--- src/rmj_delay.sv ---
// Enabled shift line that keeps side data aligned with the pipeline stages.
// No dependencies.
`timescale 1ns / 1ps

module rmj_delay #(
  parameter int W = 8,
  parameter int D = 4
) (
  input  logic         clk,
  input  logic         en,
  input  logic [W-1:0] din,
  output logic [W-1:0] dout
);

  logic [W-1:0] line [D];

  always_ff @(posedge clk) begin
    if (en) begin
      line[0] <= din;
      for (int i = 1; i < D; i++) line[i] <= line[i-1];
    end
  end

  assign dout = line[D-1];

endmodule

--- config.mk ---
export PLATFORM = sky130hd
export DESIGN_NAME = rmj_delay
export DESIGN_NICKNAME = d
export VERILOG_FILES = /design/src/rmj_delay.sv
export SDC_FILE = /design/constraint.sdc
export NUM_CORES = 1
export LEC_CHECK = 0
export BUFFER_PORTS_ARGS = -buffer_cell sky130_fd_sc_hd__buf_2
export CAP_MARGIN = 0
export CORE_UTILIZATION = 35
export CTS_CLUSTER_SIZE = 16
export DETAILED_ROUTE_END_ITERATION = 10
export SETUP_SLACK_MARGIN = 0.5
export SLEW_MARGIN = 20
export SYNTH_ARGS = -nofsm -noshare
export SYNTH_HDL_FRONTEND = slang
export SYNTH_SLANG_ARGS = --single-unit
--- constraint.sdc ---
create_clock -name clk -period 0.8 [get_ports clk]
set_clock_uncertainty 0.15 [all_clocks]
set_input_delay 0.12 -clock clk [delete_from_list [all_inputs] [get_ports clk]]
set_output_delay 0.12 -clock clk [all_outputs]
set_load 0.005 [all_outputs]
==> summary.md <==
| Metric | Value |
|---|---|
| Synth top area share | `1.00` |
| 1st-iter DRT viols | `9` |
| Hold Slack | `-0.162 ns` |
| Routed wire length | `1.04 mm` |
| Comb_multi_in | `0` |
| Share of cells above drive strength 1 | `0.462` |
| Avg WL per Cell | `11.0 um` |
| Max reg flops | `32` |
| Leakage Power | `0.000489 uW` |
| Post-DRT Antenna Nets | `0` |
| TNS Setup | `-2.08 ns` |
| Leading post-synthesis cells by cell area | `edfxtp_1 (100%)` |
| #FFs+latches synth | `32` |
| Status | `complete, but fails checks` |
| CTS Buf Count | `5` |
| Multi-input logic area | `0 sq um` |
| Req. time, crit path | `0.53 ns` |
| Slew headroom | `0.944` |
| RePlAce Congestion | `0.595` |
| Initial Util | `0.378` |
| Crit start category | `register` |
| Mapped Cells | `32` |
| Core area | `2540 sq um` |
| Highest Clock Rate | `932 MHz` |
| YS warnings | `0` |
| Max incr delay on CP | `0.37 ns` |
| Post-synthesis cell area | `961 sq um` |
| Worst hold path class | `input port to register` |
| Tot GR Track Use | `0.0904` |
| MaxCap Viol Count | `0` |
| Clk root buf | `clkbuf_4` |
| Final setup viols | `8` |
| Top sig layer | `met3` |
| Average size of a mapped cell | `30.0 sq um` |
| Critical path peak fanout | `1` |
| Worst path slowest cell | `edfxtp_1` |
| Total global routing overflow | `0` |
| TritonCTS sink count | `32` |
| Die Ht | `54.4 um` |
| Dominant cell type by area after synthesis | `edfxtp_1` |
| Worst-margin pin slew | `0.0847 ns` |
| Row cnt | `18` |
| Diode count | `0` |
| Buffers on Ports | `17` |
| CP delay by family, top | `flip-flops` |
| Largest registers | `line: 32 flops` |
| Antenna violations before repair | `0` |
| Max Slew Vio Count | `0` |
| Number of global-route vias before repair | `392` |
| Final core occ | `0.514` |
| Power density cells | `2260 nW/um^2` |
| Worst-path cell chain | `buf_2` |
| Clock-pin slew of the registers on the worst-case setup and hold paths | `0.08 ns` |
| Boundary Pins | `18` |
| Largest net degree at the start of global routing | `10` |
| Arr. time, crit path | `0.80 ns` |
| Worst-skew pair later-pin latency | `0.30 ns` |
| Final period util | `1.34` |
| Buf/Inv on CP | `1` |
| Nets | `74` |
| TritonRoute pass-1 iters | `4` |
| Met1 wire length | `400 um` |
| Top reg by flops | `line` |
| Met2 wire len | `556 um` |
| Syn-to-layout area delta | `36.2%` |
| RSZ-0062 raised after global routing | `true` |
| Critical path class | `register to output port` |
| CTS H-tree lvls | `2` |
| Final hold vios | `14` |
| Crit path capture type | `output port` |
| Failing checks | `negative hold slack, negative setup slack` |
| Drc violations | `0` |
| Post-synthesis sequential area ratio | `1.00` |
| Final WS setup | `-0.273 ns` |
| Die area | `2960 sq um` |
| CTS tree | `built` |
| Avg Vias per Cell | `4.25` |
| Longest Clk Path Bufs | `2` |
| Max IR drop VDD | `0.00146 V` |
| Total Power | `2950 uW` |
| Syn nets | `42` |
| DIE WIDTH | `54.4 um` |
| Synth cell types | `1` |
| Min Tclk post-route | `1.07 ns` |
| First-pass GRT wire length | `1.63 mm` |
| Met3 wire len | `85 um` |
| Vias | `404` |
==> cell families (layout without fill, tap and decap cells) <==
family,Yosys count,after routing,synth area share
buffers and inverters,0,33,0
DFF,32,32,1.00
==> synth_stat cells <==
cell and instances:
edfxtp_1 32
==> stage by stage <==
step / hold WS [ns] / setup slack (ns) / area [sq um] / std cells
floorplan: 0.0689 / 0.0612 / 961 / 32
finish: -0.162 / -0.273 / 1310 / 95
detailed placement: 0.149 / -0.0767 / 1130 / 82
CTS: -0.179 / -0.296 / 1290 / 94
global placement: 0.146 / -0.0704 / 1130 / 82
global route: -0.186 / -0.331 / 1310 / 95
==> final timing paths <==
check                                     startpoint                    to  slack (ns)  cells after the start
worst max register to register  line[1][1]$_DFFE_PP_  line[2][1]$_DFFE_PP_        0.02                      0
worst max-delay path            line[3][4]$_DFFE_PP_               dout[4]       -0.27                      1
worst min-delay path                          din[3]  line[0][3]$_DFFE_PP_       -0.16                      1
worst min register to register  line[1][7]$_DFFE_PP_  line[2][7]$_DFFE_PP_        0.27                      0
==> area by class of cell <==
| type | instances | area (sq um) |
|---|---|---|
| Timing Repair Buffer | 25 | 262 |
| Clock inverter | 1 | 3.75 |
| Sequential cell | 32 | 961 |
| Tap cell | 30 | 37.5 |
| Clock buffer | 7 | 45.0 |
| Fill cell | 223 | 1240 |
==> routing by layer <==
layer | track usage | vias up
li1 | - | 195
met1 | 0.0912 | 190
met2 | 0.140 | 19
met3 | 0.0500 | 0
met4 | 0.0641 | 0
met5 | 0 | -
==> what timing repair did <==
action / 4_1_cts / 5_1_grt
gates cloned: 2 / 0
setup buffers: 2 / 1
setup endpoints to repair: 64 / 64
endpoints found under the hold margin: 20 / 14
resized for setup: 9 / 0
==> power by group <==
group | leakage (uW) | internal [uW] | switching [uW]
registers | 0.000313 | 1970 | 23.3
logic | 0.000149 | 114 | 62.5
clock network | 0.0000269 | 337 | 445
==> placed cells by master (no fill, tap or decap) <==
cell and instances:
buf_16 2, buf_8 1, buf_6 1, clkinv_1 1, clkbuf_1 2, edfxtp_1 32
clkbuf_4 5, buf_2 16, buf_12 5
Note: power is estimated with default switching activity, not from simulation.
