$ cat src/rmj_sqrt.sv
// Pipelined 64-bit integer square root, one root bit per stage (32 stages).
// No dependencies.
`timescale 1ns / 1ps

module rmj_sqrt (
  input  logic        clk,
  input  logic        en,
  input  logic [63:0] x,
  output logic [31:0] root
);

  logic [63:0] rem [33];
  logic [31:0] rt  [33];

  assign rem[0] = x;
  assign rt[0]  = '0;

  for (genvar i = 0; i < 32; i++) begin : g_stage
    localparam int B = 31 - i;
    logic [64:0] term;
    // (r + 2^b)^2 - r^2
    assign term = (65'(rt[i]) << (B + 1)) + (65'(1) << (2 * B));
    always_ff @(posedge clk) begin
      if (en) begin
        if ({1'b0, rem[i]} >= term) begin
          rem[i+1] <= rem[i] - term[63:0];
          rt[i+1]  <= rt[i] | (32'(1) << B);
        end else begin
          rem[i+1] <= rem[i];
          rt[i+1]  <= rt[i];
        end
      end
    end
  end

  assign root = rt[32];

endmodule

$ cat config.mk
export PLATFORM = sky130hd
export DESIGN_NAME = rmj_sqrt
export DESIGN_NICKNAME = d
export VERILOG_FILES = /design/src/rmj_sqrt.sv
export SDC_FILE = /design/constraint.sdc
export NUM_CORES = 2
export LEC_CHECK = 0
export CORE_MARGIN = 1.5
export CORE_UTILIZATION = 45
export CTS_BUF_LIST = sky130_fd_sc_hd__clkbuf_8
export DETAILED_ROUTE_END_ITERATION = 12
export DONT_BUFFER_PORTS = 1
export SYNTH_ARGS = -nofsm -noshare
export SYNTH_HDL_FRONTEND = slang
export SYNTH_SLANG_ARGS = --single-unit
$ cat constraint.sdc
create_clock -name clk -period 6.2 [get_ports clk]
set_input_delay 1.55 -clock clk [delete_from_list [all_inputs] [get_ports clk]]
set_output_delay 1.55 -clock clk [all_outputs]
set_load 0.02 [all_outputs]
==> results.sh <==
export IMPL_status="finished with violations"
export IMPL_violations="slew limit"
export IMPL_syn_instance_count=9699
export IMPL_antenna_found_initial=16
export IMPL_p_leak_nw=50.1
export IMPL_crit_arrival_ns=6.59
export IMPL_num_rows=190
export IMPL_layoutNonFillerInstCount=13900
export IMPL_synth_common_cells="edfxtp_1, inv_1, a21oi_1"
export IMPL_crit_top_cell="buf_16"
export IMPL_cp_required_ns=6.78
export IMPL_hold_buffers=0
export IMPL_max_cap_viol_count=0
export IMPL_power_density_nw_per_um2=362
export IMPL_area_growth_synth_to_final_pct=10.4
export IMPL_worst_path_stages=7
export IMPL_gp_congestion=0.948
export IMPL_use_met3_pct=2.92
export IMPL_synth_warnings=0
export IMPL_start_kind="primary input"
export IMPL_rr_worst_depth=11
export IMPL_rsz0062_at_grt="false"
export IMPL_ys_seq_area_share_pct=62.3
export IMPL_io_pin_count=98
export IMPL_cp_slowest_cell="buf_16"
export IMPL_coreArea_um2=268000
export IMPL_clk_pin_slew_ns=0.06
export IMPL_drt_wl_total_um=304000
export IMPL_synth_nets=10300
export IMPL_synth_flop_cell="edfxtp_1"
export IMPL_cp_end_kind="flop"
export IMPL_skew_ns=0.146
export IMPL_timing_final_max_slew_violations=32
export IMPL_dr_first_iter_drc_count=6893
export IMPL_relSlewSlack_pct=-1.28
export IMPL_post_route_period_util_pct=96.9
export IMPL_h_tree_depth=5
export IMPL_grt_use_met1_pct=30.2
export IMPL_crit_path_max_incr_delay_ns=0.72
export IMPL_ir_worst_vdd_mv=0.209
export IMPL_setup_violations=0
export IMPL_grt_max_degree=282
export IMPL_ys_ff_latch=2512
export IMPL_fin_crit_ns=6.01
export IMPL_synth_cell_type_count=86
export IMPL_grt_overflow_total=0
export IMPL_clk_latency_ns=1.11
export IMPL_post_drt_via_cell_ratio=5.63
export IMPL_grt_usage_pct=21.8
export IMPL_synth_top_area_share_pct=62.3
export IMPL_synth_edf_count=2512
export IMPL_vias=78000
export IMPL_ant_nets=0
export IMPL_numCtsBuffers=417
export IMPL_port_buffers=0
export IMPL_post_cts_buffers=0
export IMPL_crit_fanout=240
export IMPL_synth_most_common_cell="edfxtp_1"
export IMPL_clock_fmax_mhz=167
export IMPL_synth_top_area_cell="edfxtp_1"
export IMPL_wl_per_cell_um=21.9
export IMPL_finalCoreUtilization_pct=49.9
export IMPL_hold_path_class="reg2reg"
export IMPL_clock_sinks=2512
export IMPL_grtUsageMet2_pct=35.8
export IMPL_start_util_pct=45.2
export IMPL_final_nets=10600
export IMPL_crit_buf_inv=7
export IMPL_die_y_um=522
export IMPL_synth_async_reset_ratio_pct=0
export IMPL_firstDrtPassIters=7
export IMPL_drive_gt1_share_pct=7.61
export IMPL_cp_top_family="buffers and inverters"
export IMPL_holdPathStages=0
export IMPL_crit_type="in2reg"
export IMPL_grt_pass1_vias=75500
export IMPL_grt_first_pass_wirelength_um=457000
export IMPL_die_area_um2=272000
export IMPL_syn_area_um2=121000
export IMPL_synth_avg_cell_area_um2=12.5
export IMPL_dp_cells=13100
export IMPL_grt_busiest_layer="met2"
export IMPL_worst_slew_pin_slew_ns=1.52
export IMPL_synth_area_top_cells="edfxtp_1, ha_1, xnor2_1, xor2_1, a21oi_1"
export IMPL_cts_max_path_buffers=4
export IMPL_hold_viol_final=0
export IMPL_drc=0
export IMPL_tritoncts="yes"
export IMPL_path_cells="buf_16 -> buf_16 -> buf_16 -> buf_16 -> buf_16 -> buf_16 -> buf_16"
export IMPL_die_w_um=522
export IMPL_root_buffer="clkbuf_8"
export IMPL_dp_hpwl_um=223000
-- area by class of cell --
class / instances / area, µm²
clock buffers: 420 / 5780
multi-input cells: 6275 / 42300
flip-flops and latches: 2512 / 75400
well taps: 3552 / 4440
clock inverters: 348 / 2370
diodes: 4 / 10.0
fillers: 23200 / 134000
inverters: 703 / 2640
repair buffers: 47 / 666
-- layout by cell type (no fill, tap or decap), types with 103 or more instances in the layout --
cell type	count
nor2_1	627
nand4_1	170
or3_1	103
o21a_1	116
nand3_1	167
o21ai_0	410
clkinv_1	125
a21oi_1	630
clkbuf_8	420
nor3_1	297
edfxtp_1	2512
nor4_1	345
ha_1	558
nand2b_1	113
nand2_1	600
inv_1	782
xnor2_1	482
a21o_1	248
xor2_1	386
-- per-layer routing --
layer	wire length (µm)	part of all wire, %
met1	136000	45
met2	144000	47
met3	15500	5.1
met4	7840	2.6
met5	0	0
-- cell families (layout without fill, tap and decap cells) --
| logic type | count (synthesis) | in the layout | share of synthesized area (%) |
|---|---|---|---|
| adders and majority gates | 558 | 558 | 5.76 |
| and+or+nand+nor | 2887 | 2887 | 12.4 |
| xor gates and xnor gates | 868 | 868 | 6.28 |
| AOI/OAI and AO/OA | 1870 | 1870 | 9.64 |
| other | 0 | 4 | 0 |
| DFF | 2512 | 2512 | 62.3 |
| muxes | 92 | 92 | 0.842 |
| buffers and inverters | 912 | 1518 | 2.84 |
-- worst paths after layout --
path	from	to	slack, ns
worst min-delay path	rt[173]$_DFFE_PP_	rt[141]$_DFFE_PP_	0.34
worst max register to register	rt[198]$_SDFFCE_PP1P_	rem[380]$_DFFE_PP_	1.39
worst min register to register	rt[173]$_DFFE_PP_	rt[141]$_DFFE_PP_	0.34
worst max-delay path	en	rem[222]$_DFFE_PP_	0.19
-- what timing repair did --
action | 4_1_cts | 5_1_grt
endpoints found under the setup margin | 232 | 0
endpoints found under the hold margin | 0 | 0
gates resized for setup | 0 | 0
-- report_power, final --
| part | total [mW] | switching [mW] | leakage, nW | internal (mW) |
|---|---|---|---|---|
| Combinational | 10.5 | 6.29 | 21.4 | 4.26 |
| Sequential | 23.4 | 1.83 | 24.2 | 21.6 |
| Clock | 14.4 | 6.91 | 4.48 | 7.49 |
-- state kept, by name, indices dropped and copies added, names as in the netlist --
| signal | cells |
|---|---|
| rem | 1984 |
| rt | 496 |
| root | 32 |
-- through the flow --
stage               hold WS [ns]  setup slack, ns  power (mW)  area, µm²  setup TNS [ns]
CTS                        0.301            0.340        48.7     134000               0
finish                     0.341            0.194        48.4     134000               0
global placement           0.432            -1.78        34.0     125000         -602.60
global route               0.330          0.00588        50.8     134000               0
floorplan                  0.417             2.65        30.5     121000               0
detailed placement         0.431            -2.04        34.1     125000         -718.42
(Power assumes the default switching activity.)
